## config.mk

```make
export PLATFORM = sky130hd
export DESIGN_NAME = url_percent_decoder
export DESIGN_NICKNAME = d
export VERILOG_FILES = /design/src/design/urlpd_pkg.sv /design/src/design/urlpd_decode.sv /design/src/design/urlpd_out_stage.sv /design/src/design/url_percent_decoder.sv
export SDC_FILE = /design/constraint.sdc
export NUM_CORES = 1
export LEC_CHECK = 0
export ABC_AREA = 1
export BUFFER_PORTS_ARGS = -buffer_cell sky130_fd_sc_hd__buf_2
export CAP_MARGIN = 20
export CORE_MARGIN = 2
export CORE_UTILIZATION = 50
export CTS_CLUSTER_SIZE = 24
export DETAILED_ROUTE_END_ITERATION = 10
export GPL_ROUTABILITY_DRIVEN = 0
export PLACE_DENSITY = 0.7
export RECOVER_POWER = 50
export SYNTH_ARGS = -nofsm -noshare
export SYNTH_HDL_FRONTEND = slang
export SYNTH_SLANG_ARGS = --single-unit
```

## constraint.sdc

```tcl
create_clock -name clk_i -period 7.3 [get_ports clk_i]
set_input_delay 1.095 -clock clk_i [delete_from_list [all_inputs] [get_ports clk_i]]
set_output_delay 1.095 -clock clk_i [all_outputs]
set_load 0.005 [all_outputs]
```

## src/design/urlpd_pkg.sv

```systemverilog
// Package for the URL percent decoder: character codes, phase encoding,
// result and decode-step structs, hex digit helper. No dependencies.
package urlpd_pkg;

  localparam logic [7:0] CharPct   = 8'h25;
  localparam logic [7:0] CharSlash = 8'h2F;
  localparam logic [7:0] CharPlus  = 8'h2B;
  localparam logic [7:0] CharSpace = 8'h20;
  localparam logic [7:0] CharTwo   = 8'h32;

  localparam logic CfgSlashDecode = 1'b0;
  localparam logic CfgPlusAsSpace = 1'b1;

  typedef enum logic [3:0] {
    PH_NORMAL  = 4'b0001,
    PH_PCT     = 4'b0010,
    PH_DIG     = 4'b0100,
    PH_SWALLOW = 4'b1000
  } phase_e;

  typedef struct packed {
    logic [7:0] out_byte;
    logic       run_last;
    logic       string_end;
    logic       failed;
  } res_t;

  typedef struct packed {
    logic [1:0] cnt;
    res_t       res;
    phase_e     nxt_phase;
    logic [3:0] nxt_nibble;
  } dec_t;

  typedef struct packed {
    logic       ok;
    logic [3:0] val;
  } hex_t;

  function automatic hex_t hex_value(input logic [7:0] c);
    hex_t h;
    h.ok  = 1'b1;
    h.val = 4'h0;
    if (c >= 8'h30 && c <= 8'h39) begin
      h.val = c[3:0];
    end else if ((c >= 8'h41 && c <= 8'h46) || (c >= 8'h61 && c <= 8'h66)) begin
      h.val = c[3:0] + 4'd9;
    end else begin
      h.ok = 1'b0;
    end
    return h;
  endfunction

endpackage

```

## src/design/urlpd_decode.sv

```systemverilog
// Combinational decode step of the URL percent decoder: one held item,
// phase and result slot in, one result, count and next phase out. Uses urlpd_pkg.
module urlpd_decode (
  input  urlpd_pkg::phase_e phase_i,
  input  logic [3:0]        nibble_i,
  input  logic [7:0]        in_byte_i,
  input  logic              in_last_i,
  input  logic [1:0]        sub_i,
  input  logic              slash_decode_i,
  input  logic              plus_as_space_i,
  output urlpd_pkg::dec_t   dec_o
);
  import urlpd_pkg::*;

  hex_t       hex;
  logic [7:0] val;
  res_t       fail_res;

  assign hex      = hex_value(in_byte_i);
  assign val      = {nibble_i, hex.val};
  assign fail_res = '{out_byte: 8'h00, run_last: 1'b1, string_end: 1'b1, failed: 1'b1};

  always_comb begin
    dec_o.cnt        = 2'd0;
    dec_o.res        = fail_res;
    dec_o.nxt_phase  = phase_i;
    dec_o.nxt_nibble = nibble_i;
    case (phase_i)
      PH_NORMAL: begin
        if (in_byte_i == CharPct) begin
          if (in_last_i) begin
            dec_o.cnt        = 2'd1;
            dec_o.nxt_nibble = 4'h0;
          end else begin
            dec_o.nxt_phase = PH_PCT;
          end
        end else begin
          dec_o.cnt = 2'd1;
          dec_o.res = '{out_byte:   (in_byte_i == CharPlus && plus_as_space_i) ?
                                    CharSpace : in_byte_i,
                        run_last:   1'b1,
                        string_end: in_last_i,
                        failed:     1'b0};
        end
      end
      PH_PCT: begin
        if (!hex.ok || in_last_i) begin
          dec_o.cnt        = 2'd1;
          dec_o.nxt_phase  = in_last_i ? PH_NORMAL : PH_SWALLOW;
          dec_o.nxt_nibble = 4'h0;
        end else begin
          dec_o.nxt_phase  = PH_DIG;
          dec_o.nxt_nibble = hex.val;
        end
      end
      PH_DIG: begin
        dec_o.cnt        = 2'd1;
        dec_o.nxt_nibble = 4'h0;
        if (!hex.ok) begin
          dec_o.nxt_phase = in_last_i ? PH_NORMAL : PH_SWALLOW;
        end else begin
          dec_o.nxt_phase = PH_NORMAL;
          if (val == CharSlash && !slash_decode_i) begin
            // keep the escape text: '%', '2', then the digit as received
            dec_o.cnt = 2'd3;
            case (sub_i)
              2'd0:    dec_o.res = '{CharPct, 1'b0, 1'b0, 1'b0};
              2'd1:    dec_o.res = '{CharTwo, 1'b0, 1'b0, 1'b0};
              default: dec_o.res = '{in_byte_i, 1'b1, in_last_i, 1'b0};
            endcase
          end else begin
            dec_o.res = '{val, 1'b1, in_last_i, 1'b0};
          end
        end
      end
      PH_SWALLOW: begin
        if (in_last_i) dec_o.nxt_phase = PH_NORMAL;
      end
      default: begin
        dec_o.nxt_phase  = PH_NORMAL;
        dec_o.nxt_nibble = 4'h0;
      end
    endcase
  end

endmodule

```

## src/design/urlpd_out_stage.sv

```systemverilog
// Result register of the URL percent decoder with valid/stall handshake.
// Uses urlpd_pkg for the result struct.
module urlpd_out_stage (
  input  logic            clk_i,
  input  logic            rst_ni,
  input  logic            load_i,
  input  urlpd_pkg::res_t res_i,
  output logic            ready_o,
  input  logic            out_stall_i,
  output logic            out_valid_o,
  output urlpd_pkg::res_t res_o
);
  import urlpd_pkg::*;

  logic valid_q;
  res_t res_q;

  assign ready_o     = !valid_q || !out_stall_i;
  assign out_valid_o = valid_q;
  assign res_o       = res_q;

  always_ff @(posedge clk_i or negedge rst_ni) begin
    if (!rst_ni) begin
      valid_q <= 1'b0;
    end else if (ready_o) begin
      valid_q <= load_i;
    end
  end

  always_ff @(posedge clk_i) begin
    if (ready_o && load_i) res_q <= res_i;
  end

endmodule

```

## src/design/url_percent_decoder.sv

```systemverilog
// Top level of the URL percent decoder: input register, decode step,
// result register. Depends on urlpd_pkg, urlpd_decode and urlpd_out_stage.
//
// Usage:
//   Input channel (in_valid_i / in_stall_o) carries one character item with
//   in_byte_i and in_last_i; in_last_i marks the end of a string. The output
//   channel (out_valid_o / out_stall_i) carries result items: out_byte_o,
//   run_last_o, string_end_o and failed_o. An item moves at a rising edge
//   with valid high and stall low.
//   Configuration: cfg_we_i writes cfg_data_i to register cfg_index_i
//   (0 slash_decode, 1 plus_as_space); write only while the block is idle.
//   An item taken sits in the input register, and its first result, if it
//   has one, is loaded from there into the result register once that has
//   room, so it is offered on the output from then on.
//   Throughput: one item per cycle while the output does not stall. An escape
//   decoding to a slash that is kept as text gives three results and holds the
//   input register until its last result slot goes out; that single register limits the rate.
//   Reset clears the phase to normal, the config bits and all valid flags.
//   When the receiver stalls, the result register holds; the input register
//   then holds an item that has a result to give, and in_stall_o rises until room returns.
module url_percent_decoder (
  input  logic       clk_i,
  input  logic       rst_ni,
  input  logic       cfg_we_i,
  input  logic [0:0] cfg_index_i,
  input  logic [0:0] cfg_data_i,
  input  logic       in_valid_i,
  output logic       in_stall_o,
  input  logic [7:0] in_byte_i,
  input  logic       in_last_i,
  output logic       out_valid_o,
  input  logic       out_stall_i,
  output logic [7:0] out_byte_o,
  output logic       run_last_o,
  output logic       string_end_o,
  output logic       failed_o
);
  import urlpd_pkg::*;

  // configuration
  logic slash_decode_q, plus_as_space_q;

  // input register
  logic       in_valid_q;
  logic [7:0] in_byte_q;
  logic       in_last_q;

  // decode state
  phase_e     phase_q;
  logic [3:0] nibble_q;
  logic [1:0] sub_q;

  dec_t dec;
  res_t out_res;
  logic out_ready;
  logic emit;
  logic item_done;
  logic in_accept;

  always_ff @(posedge clk_i or negedge rst_ni) begin
    if (!rst_ni) begin
      slash_decode_q  <= 1'b0;
      plus_as_space_q <= 1'b0;
    end else if (cfg_we_i) begin
      case (cfg_index_i[0])
        CfgSlashDecode: slash_decode_q  <= cfg_data_i[0];
        CfgPlusAsSpace: plus_as_space_q <= cfg_data_i[0];
        default: ;
      endcase
    end
  end

  urlpd_decode u_decode (
    .phase_i         (phase_q),
    .nibble_i        (nibble_q),
    .in_byte_i       (in_byte_q),
    .in_last_i       (in_last_q),
    .sub_i           (sub_q),
    .slash_decode_i  (slash_decode_q),
    .plus_as_space_i (plus_as_space_q),
    .dec_o           (dec)
  );

  // Emit one result slot per cycle while the result register has room;
  // retire the item once its last slot goes out, or at once if it has none.
  assign emit      = in_valid_q && (dec.cnt != 2'd0) && out_ready;
  assign item_done = in_valid_q &&
                     ((dec.cnt == 2'd0) || (emit && (sub_q == dec.cnt - 2'd1)));
  assign in_stall_o = in_valid_q && !item_done;
  assign in_accept  = in_valid_i && !in_stall_o;

  always_ff @(posedge clk_i or negedge rst_ni) begin
    if (!rst_ni) begin
      in_valid_q <= 1'b0;
      phase_q    <= PH_NORMAL;
      nibble_q   <= 4'h0;
      sub_q      <= 2'd0;
    end else begin
      if (in_accept) begin
        in_valid_q <= 1'b1;
      end else if (item_done) begin
        in_valid_q <= 1'b0;
      end
      if (item_done) begin
        phase_q  <= dec.nxt_phase;
        nibble_q <= dec.nxt_nibble;
        sub_q    <= 2'd0;
      end else if (emit) begin
        sub_q <= sub_q + 2'd1;
      end
    end
  end

  // hold the payload while the item is in progress
  always_ff @(posedge clk_i) begin
    if (in_accept) begin
      in_byte_q <= in_byte_i;
      in_last_q <= in_last_i;
    end
  end

  urlpd_out_stage u_out (
    .clk_i       (clk_i),
    .rst_ni      (rst_ni),
    .load_i      (emit),
    .res_i       (dec.res),
    .ready_o     (out_ready),
    .out_stall_i (out_stall_i),
    .out_valid_o (out_valid_o),
    .res_o       (out_res)
  );

  assign out_byte_o   = out_res.out_byte;
  assign run_last_o   = out_res.run_last;
  assign string_end_o = out_res.string_end;
  assign failed_o     = out_res.failed;

endmodule
```

==> impl_metrics.toml, run 1 <==
[grt]
grt_pass1_wl_mm = 6.886
overflow = 0
antenna_found_initial = 0
grt_max_degree = 15
grt_util_all_layers = 0.2106
grt_pass1_vias = 1531

[worst_setup_path]
crit_type = "flip-flop to output pin"
cp.arrival_ns = 3.69
worst_ep_required_time_ns = 6.20
critPathMaxFanout = 11
startpoint_type = "flip-flop"
cp-end-kind = "output pin"

[timing]
fin_skew_ns = 0.004187
setup_viol = 0
finalHoldViolCount = 0
slew_violations = 0
slew_headroom = 0.4920
post-route-period-util = 0.6558
tightest_slew_ns = 0.7620
finalCriticalPeriod_ns = 4.787
rsz0062_at_grt = "false"
fin_setup_tns_ns = 0
fmax_mhz = 208.9

[yosys]
synthSimpleGateAreaFrac = 0.3346
syn_area_per_cell_um2 = 8.390
synth_top_family_by_area = "simple AND/OR/NAND/NOR gates"
yosysSeqAreaShare = 0.4768
synth.distinct_cells = 32
synth_compound_area_frac = 0.06328
yosysTopAreaCell = "edfxtp_1"
synthMuxAreaShare = 0
yosysTopAreaCellShare = 0.3008
syn_area_um2 = 1997
synth_warnings = 0
synth.area.top_cells = "edfxtp_1, dfrtp_1, nand2_1, inv_1, nor2_1"
ys_ff_latch = 34
syn_nets = 260
synth-xor-area-share = 0.008772
synth_adder_area_share = 0.03759
netlist_instances = 238

[layout]
fill_cells = 353
n_antenna_cell = 0
mostFrequentLayoutCells = "nand2_1, inv_1, nor2_1"
area_growth_pct = 13.41
utilization = 0.6049
final_nets = 293
final_layout_size_suffix_gt1_frac = 0.1654
layout_commonest_cell = "nand2_1"

[power]
p_leak_nw = 1.048
vdd_drop_max_uv = 257.8
power_density_nw_per_um2 = 372.3
total_power_mw = 0.8431

[floorplan]
core_um2 = 3744
chipWidth_um = 67.20
die_y_um = 67.20
placementRows = 22
initial_utilization = 0.5334
dieArea_um2 = 4515
pin_count = 29

[flow_run]
max_cap_violations = 0

[clocking]
ctsResizeCount = 0
clock-sinks = 34
cts_tree = "yes"
cts.htree.levels = 2
cts_max_path_buffers = 2
clock_latency_ns = 0.28
path_clk_slew_ns = 0.07
post-cts-setup-buffers = 0
cts_hold_buf = 0
root_buffer = "clkbuf_8"
cts_buffers = 5

[routing]
routedWlPerCell_um = 12.35
wl_mm = 3.953
ant_nets = 0
vias = 1641
drt_iter0_markers = 111
first_pass_iters = 4
drc = 0
via_per_inst = 5.128

[worst_hold_path]
hold_path_class = "flip-flop to flip-flop"

[place]
portBuffers = 28
dp_hpwl_mm = 3.188

[run_status]
outcome = "finished, final reports clean"
critical path, stage by stage, from the launching register on:
cell      delay (ns)
edfxtp_1        0.49
inv_1           0.14
ha_1            0.17
nand2_1         0.07
nand3_2         0.06
nand2_1         0.14
nand2_1         0.25
inv_1           0.10
nor2_1          0.49
nand4_1         0.17
ha_1            0.22
inv_1           0.08
nand3_1         0.18
nor2_1          0.20
nand3_2         0.09
nand2_2         0.21
inv_1           0.09
nand2_1         0.09
inv_1           0.06
buf_2           0.12
routing by layer:
layer / share of wire / GRT usage
met1: 0.47 / 0.2885
met3: 0.054 / 0.05000
met4: 0.020 / 0.08418
met2: 0.46 / 0.3230
met5: 0 / 0
synthesized netlist by cell type:
| master | n |
|---|---|
| nor3_4 | 2 |
| a21oi_2 | 1 |
| dfrtp_1 | 13 |
| nand3_4 | 2 |
| clkbuf_1 | 1 |
| inv_2 | 1 |
| o211ai_1 | 1 |
| o22ai_1 | 2 |
| nor3_1 | 2 |
| a31oi_1 | 2 |
| xnor2_1 | 1 |
| or2_4 | 1 |
| buf_6 | 1 |
| nor3_2 | 1 |
| nand2_2 | 5 |
| nand2_4 | 1 |
| nand3_1 | 19 |
| nor2_1 | 31 |
| ha_1 | 6 |
| o21ai_0 | 12 |
| nor2_2 | 1 |
| nand2_1 | 52 |
| o21ai_1 | 1 |
| nand3_2 | 3 |
| nand4_1 | 11 |
| edfxtp_1 | 20 |
| xor2_1 | 1 |
| and3_1 | 1 |
| nor2_4 | 1 |
| a21oi_1 | 4 |
| dfstp_2 | 1 |
| inv_1 | 37 |
layout make-up:
cell class                      count  area (um2)  area share
Clock buffer                        8       110.1     0.04862
Tap cell                           48       60.06     0.02652
Timing Repair Buffer               28       130.1     0.05746
Multi-Input combinational cell    164       869.6      0.3840
Sequential cell                    34       952.2      0.4204
Inverter                           38       142.6     0.06298
stage by stage:
step	instance area, um2	worst slack [ns]	instances	hold slack [ns]
6_report	2265	2.513	320	0.4838
5_1_grt	2265	2.121	320	0.5065
4_1_cts	2292	2.950	320	0.4846
3_5_place_dp	2182	3.266	312	0.4771
3_3_place_gp	2182	3.380	312	0.4683
2_1_floorplan	1997	3.914	238	0.4417
kinds of logic after synthesis:
| group | count (synthesis) |
|---|---|
| AOI/OAI and AO/OA | 23 |
| adders and majority gates | 6 |
| DFF | 34 |
| and+or+nand+nor | 133 |
| buffers and inverters | 40 |
| xor gates and xnor gates | 2 |
final timing paths:
path	start	endpoint	slack [ns]	cells after the start
worst min-delay path	phase_q[0]	phase_q[0]	0.48	2
min in group asynchronous	rst_ni	sub_q[0]	0.85	1
max in group asynchronous	rst_ni	plus_as_space_q	5.97	1
worst max register to register	in_byte_q[0]	in_byte_q[3]	3.13	19
worst min register to register	phase_q[0]	phase_q[0]	0.48	2
worst max-delay path	in_byte_q[0]	in_stall_o	2.51	19
power by group:
group / total (mW) / internal (mW) / switching (mW)
Sequential: 0.331 / 0.285 / 0.0466
Combinational: 0.354 / 0.119 / 0.235
Clock: 0.158 / 0.0951 / 0.0631
Total: 0.843 / 0.499 / 0.344
flip-flops by register name, indices dropped and copies added, names as in the netlist:
register,cells
u_out.res_o,11
in_byte_q,8
nibble_q,4
phase_q,4
sub_q,2
in_last_q,1
in_valid_q,1
plus_as_space_q,1
slash_decode_q,1
u_out.out_valid_o,1
Note: power is estimated with default switching activity, not from simulation.
==> run 2, diff against run 1 <==
==> constraint.sdc (replaced) <==
create_clock -name clk_i -period 4.67 [get_ports clk_i]
set_input_delay 0.7005 -clock clk_i [delete_from_list [all_inputs] [get_ports clk_i]]
set_output_delay 0.7005 -clock clk_i [all_outputs]
set_load 0.005 [all_outputs]
==> run 2 against run 1 <==
  * Clock power grew 57%
  * Combinational power grew 58%
  * Routed wire length grew 0.86%
  * Flip-flop and latch count is the same
  * Sequential power grew 57%
  * Register-to-register slack lost 2.2 ns
  * Hold slack lost 0.041 ns
  * Non-clock buffer count is the same
  * Total power grew 57%
  * Clock skew is essentially flat
  * Critical endpoint unchanged
  * Largest power group unchanged
==> impl_metrics.toml, run 2 (synthesis results as in run 1) <==
[worst_setup_path]
critPathMaxFanout = 11
crit_type = "flip-flop to output pin"
startpoint = "in_byte_q[1]"
cp.arrival_ns = 3.30
cp-end-kind = "output pin"
worst_ep_required_time_ns = 3.97
worstReg2RegStart = "in_byte_q[1]"
startpoint_type = "flip-flop"

[place]
portBuffers = 28
dp_hpwl_mm = 3.232

[clocking]
post-cts-setup-buffers = 0
ctsResizeCount = 0
cts_buffers = 5
path_clk_slew_ns = 0.06
clock-sinks = 34
cts_hold_buf = 0
cts_tree = "yes"
cts_max_path_buffers = 2
clock_latency_ns = 0.29
root_buffer = "clkbuf_8"
cts.htree.levels = 2

[routing]
wl_mm = 3.987
ant_nets = 0
via_per_inst = 5.281
drt_iter0_markers = 121
drc = 0
vias = 1690
first_pass_iters = 5
routedWlPerCell_um = 12.46

[floorplan]
dieArea_um2 = 4515
pin_count = 29
die_y_um = 67.20
core_um2 = 3744
chipWidth_um = 67.20
placementRows = 22
initial_utilization = 0.5334

[layout]
area_growth_pct = 13.78
multi_input_area_um2 = 877.1
fill_cells = 353
layout_commonest_cell = "nand2_1"
final_nets = 293
mostFrequentLayoutCells = "nand2_1, inv_1, nor2_1"
largest_reg_flops = 11
n_antenna_cell = 0
seqCellArea_um2 = 952.2
final_layout_size_suffix_gt1_frac = 0.1691

[timing]
tightest_slew_ns = 0.7278
fin_setup_tns_ns = 0
post-route-period-util = 0.8572
finalHoldViolCount = 0
setup_viol = 0
hold_slack_ns = 0.4430
slew_violations = 0
fin_skew_ns = 0.003709
slew_headroom = 0.5148
fmax_mhz = 249.8
finalCriticalPeriod_ns = 4.003
rsz0062_at_grt = "false"

[flow_run]
max_cap_violations = 0

[grt]
grt_max_degree = 15
overflow = 0
grt_pass1_vias = 1583
grt_util_all_layers = 0.2123
grt_pass1_wl_mm = 7.079
antenna_found_initial = 0

[power]
total_power_mw = 1.325
vdd_drop_max_uv = 295.3
p_leak_nw = 1.049
power_density_nw_per_um2 = 583.1

[run_status]
outcome = "finished, final reports clean"

[worst_hold_path]
hold_path_class = "primary input to async pin"
[run 2: cell counts in the layout (fill, tap and decap cells not counted)]
No cell type changed its count.
[run 2: area by class of cell]
cell class | count | share of cell area
sequential | 34 | 0.4191
timing repair buffer | 28 | 0.05727
multi-input combinational | 164 | 0.3860
clock buffer | 8 | 0.04846
tap | 48 | 0.02643
inverter | 38 | 0.06278
[run 2: per-stage QoR]
step	util	std cells	instance area (um2)	setup slack, ns
3_3_place_gp	0.5829	312	2182	1.088
2_1_floorplan	-	238	1997	1.583
3_5_place_dp	0.5829	312	2182	0.9808
4_1_cts	0.6123	320	2292	0.7460
6_report	0.6070	320	2272	0.6669
5_1_grt	0.6070	320	2272	0.3057
[run 2: path summary, 6_finish.rpt]
check / endpoint / slack [ns] / depth (start not counted)
min reg2reg: phase_q[0] / 0.49 / 2
max reg2reg: in_byte_q[6] / 0.90 / 19
max in group asynchronous: nibble_q[0] / 3.77 / 1
max: in_stall_o / 0.67 / 19
min: sub_q[0] / 0.44 / 1
min in group clk_i: phase_q[0] / 0.49 / 2
[run 2: critical path, cell delays in order, from the launching register on]
cell and delay (ns):
edfxtp_1 0.43, inv_1 0.15, ha_1 0.20, inv_1 0.06, nand3_1 0.11, nand3_2 0.10
nand2_1 0.20, inv_1 0.12, nor2_4 0.22, nand4_1 0.13, ha_1 0.20, inv_1 0.08
nand3_1 0.18, nor2_1 0.19, nand3_2 0.09, nand2_2 0.21, inv_1 0.09, nand2_1 0.08
inv_1 0.06, buf_2 0.12
[run 2: power by group]
| part | internal (mW) | switching [mW] |
|---|---|---|
| sequential | 0.445 | 0.0739 |
| clock | 0.149 | 0.0990 |
| combinational | 0.186 | 0.372 |
[run 2: metal layers]
| metal | track usage | routed length [um] | vias to the layer above |
|---|---|---|---|
| li1 | - | - | 852 |
| met1 | 0.2777 | 1782 | 759 |
| met2 | 0.3267 | 1854 | 66 |
| met3 | 0.06167 | 244 | 13 |
| met4 | 0.09694 | 106 | 0 |
| met5 | 0 | 0 | - |
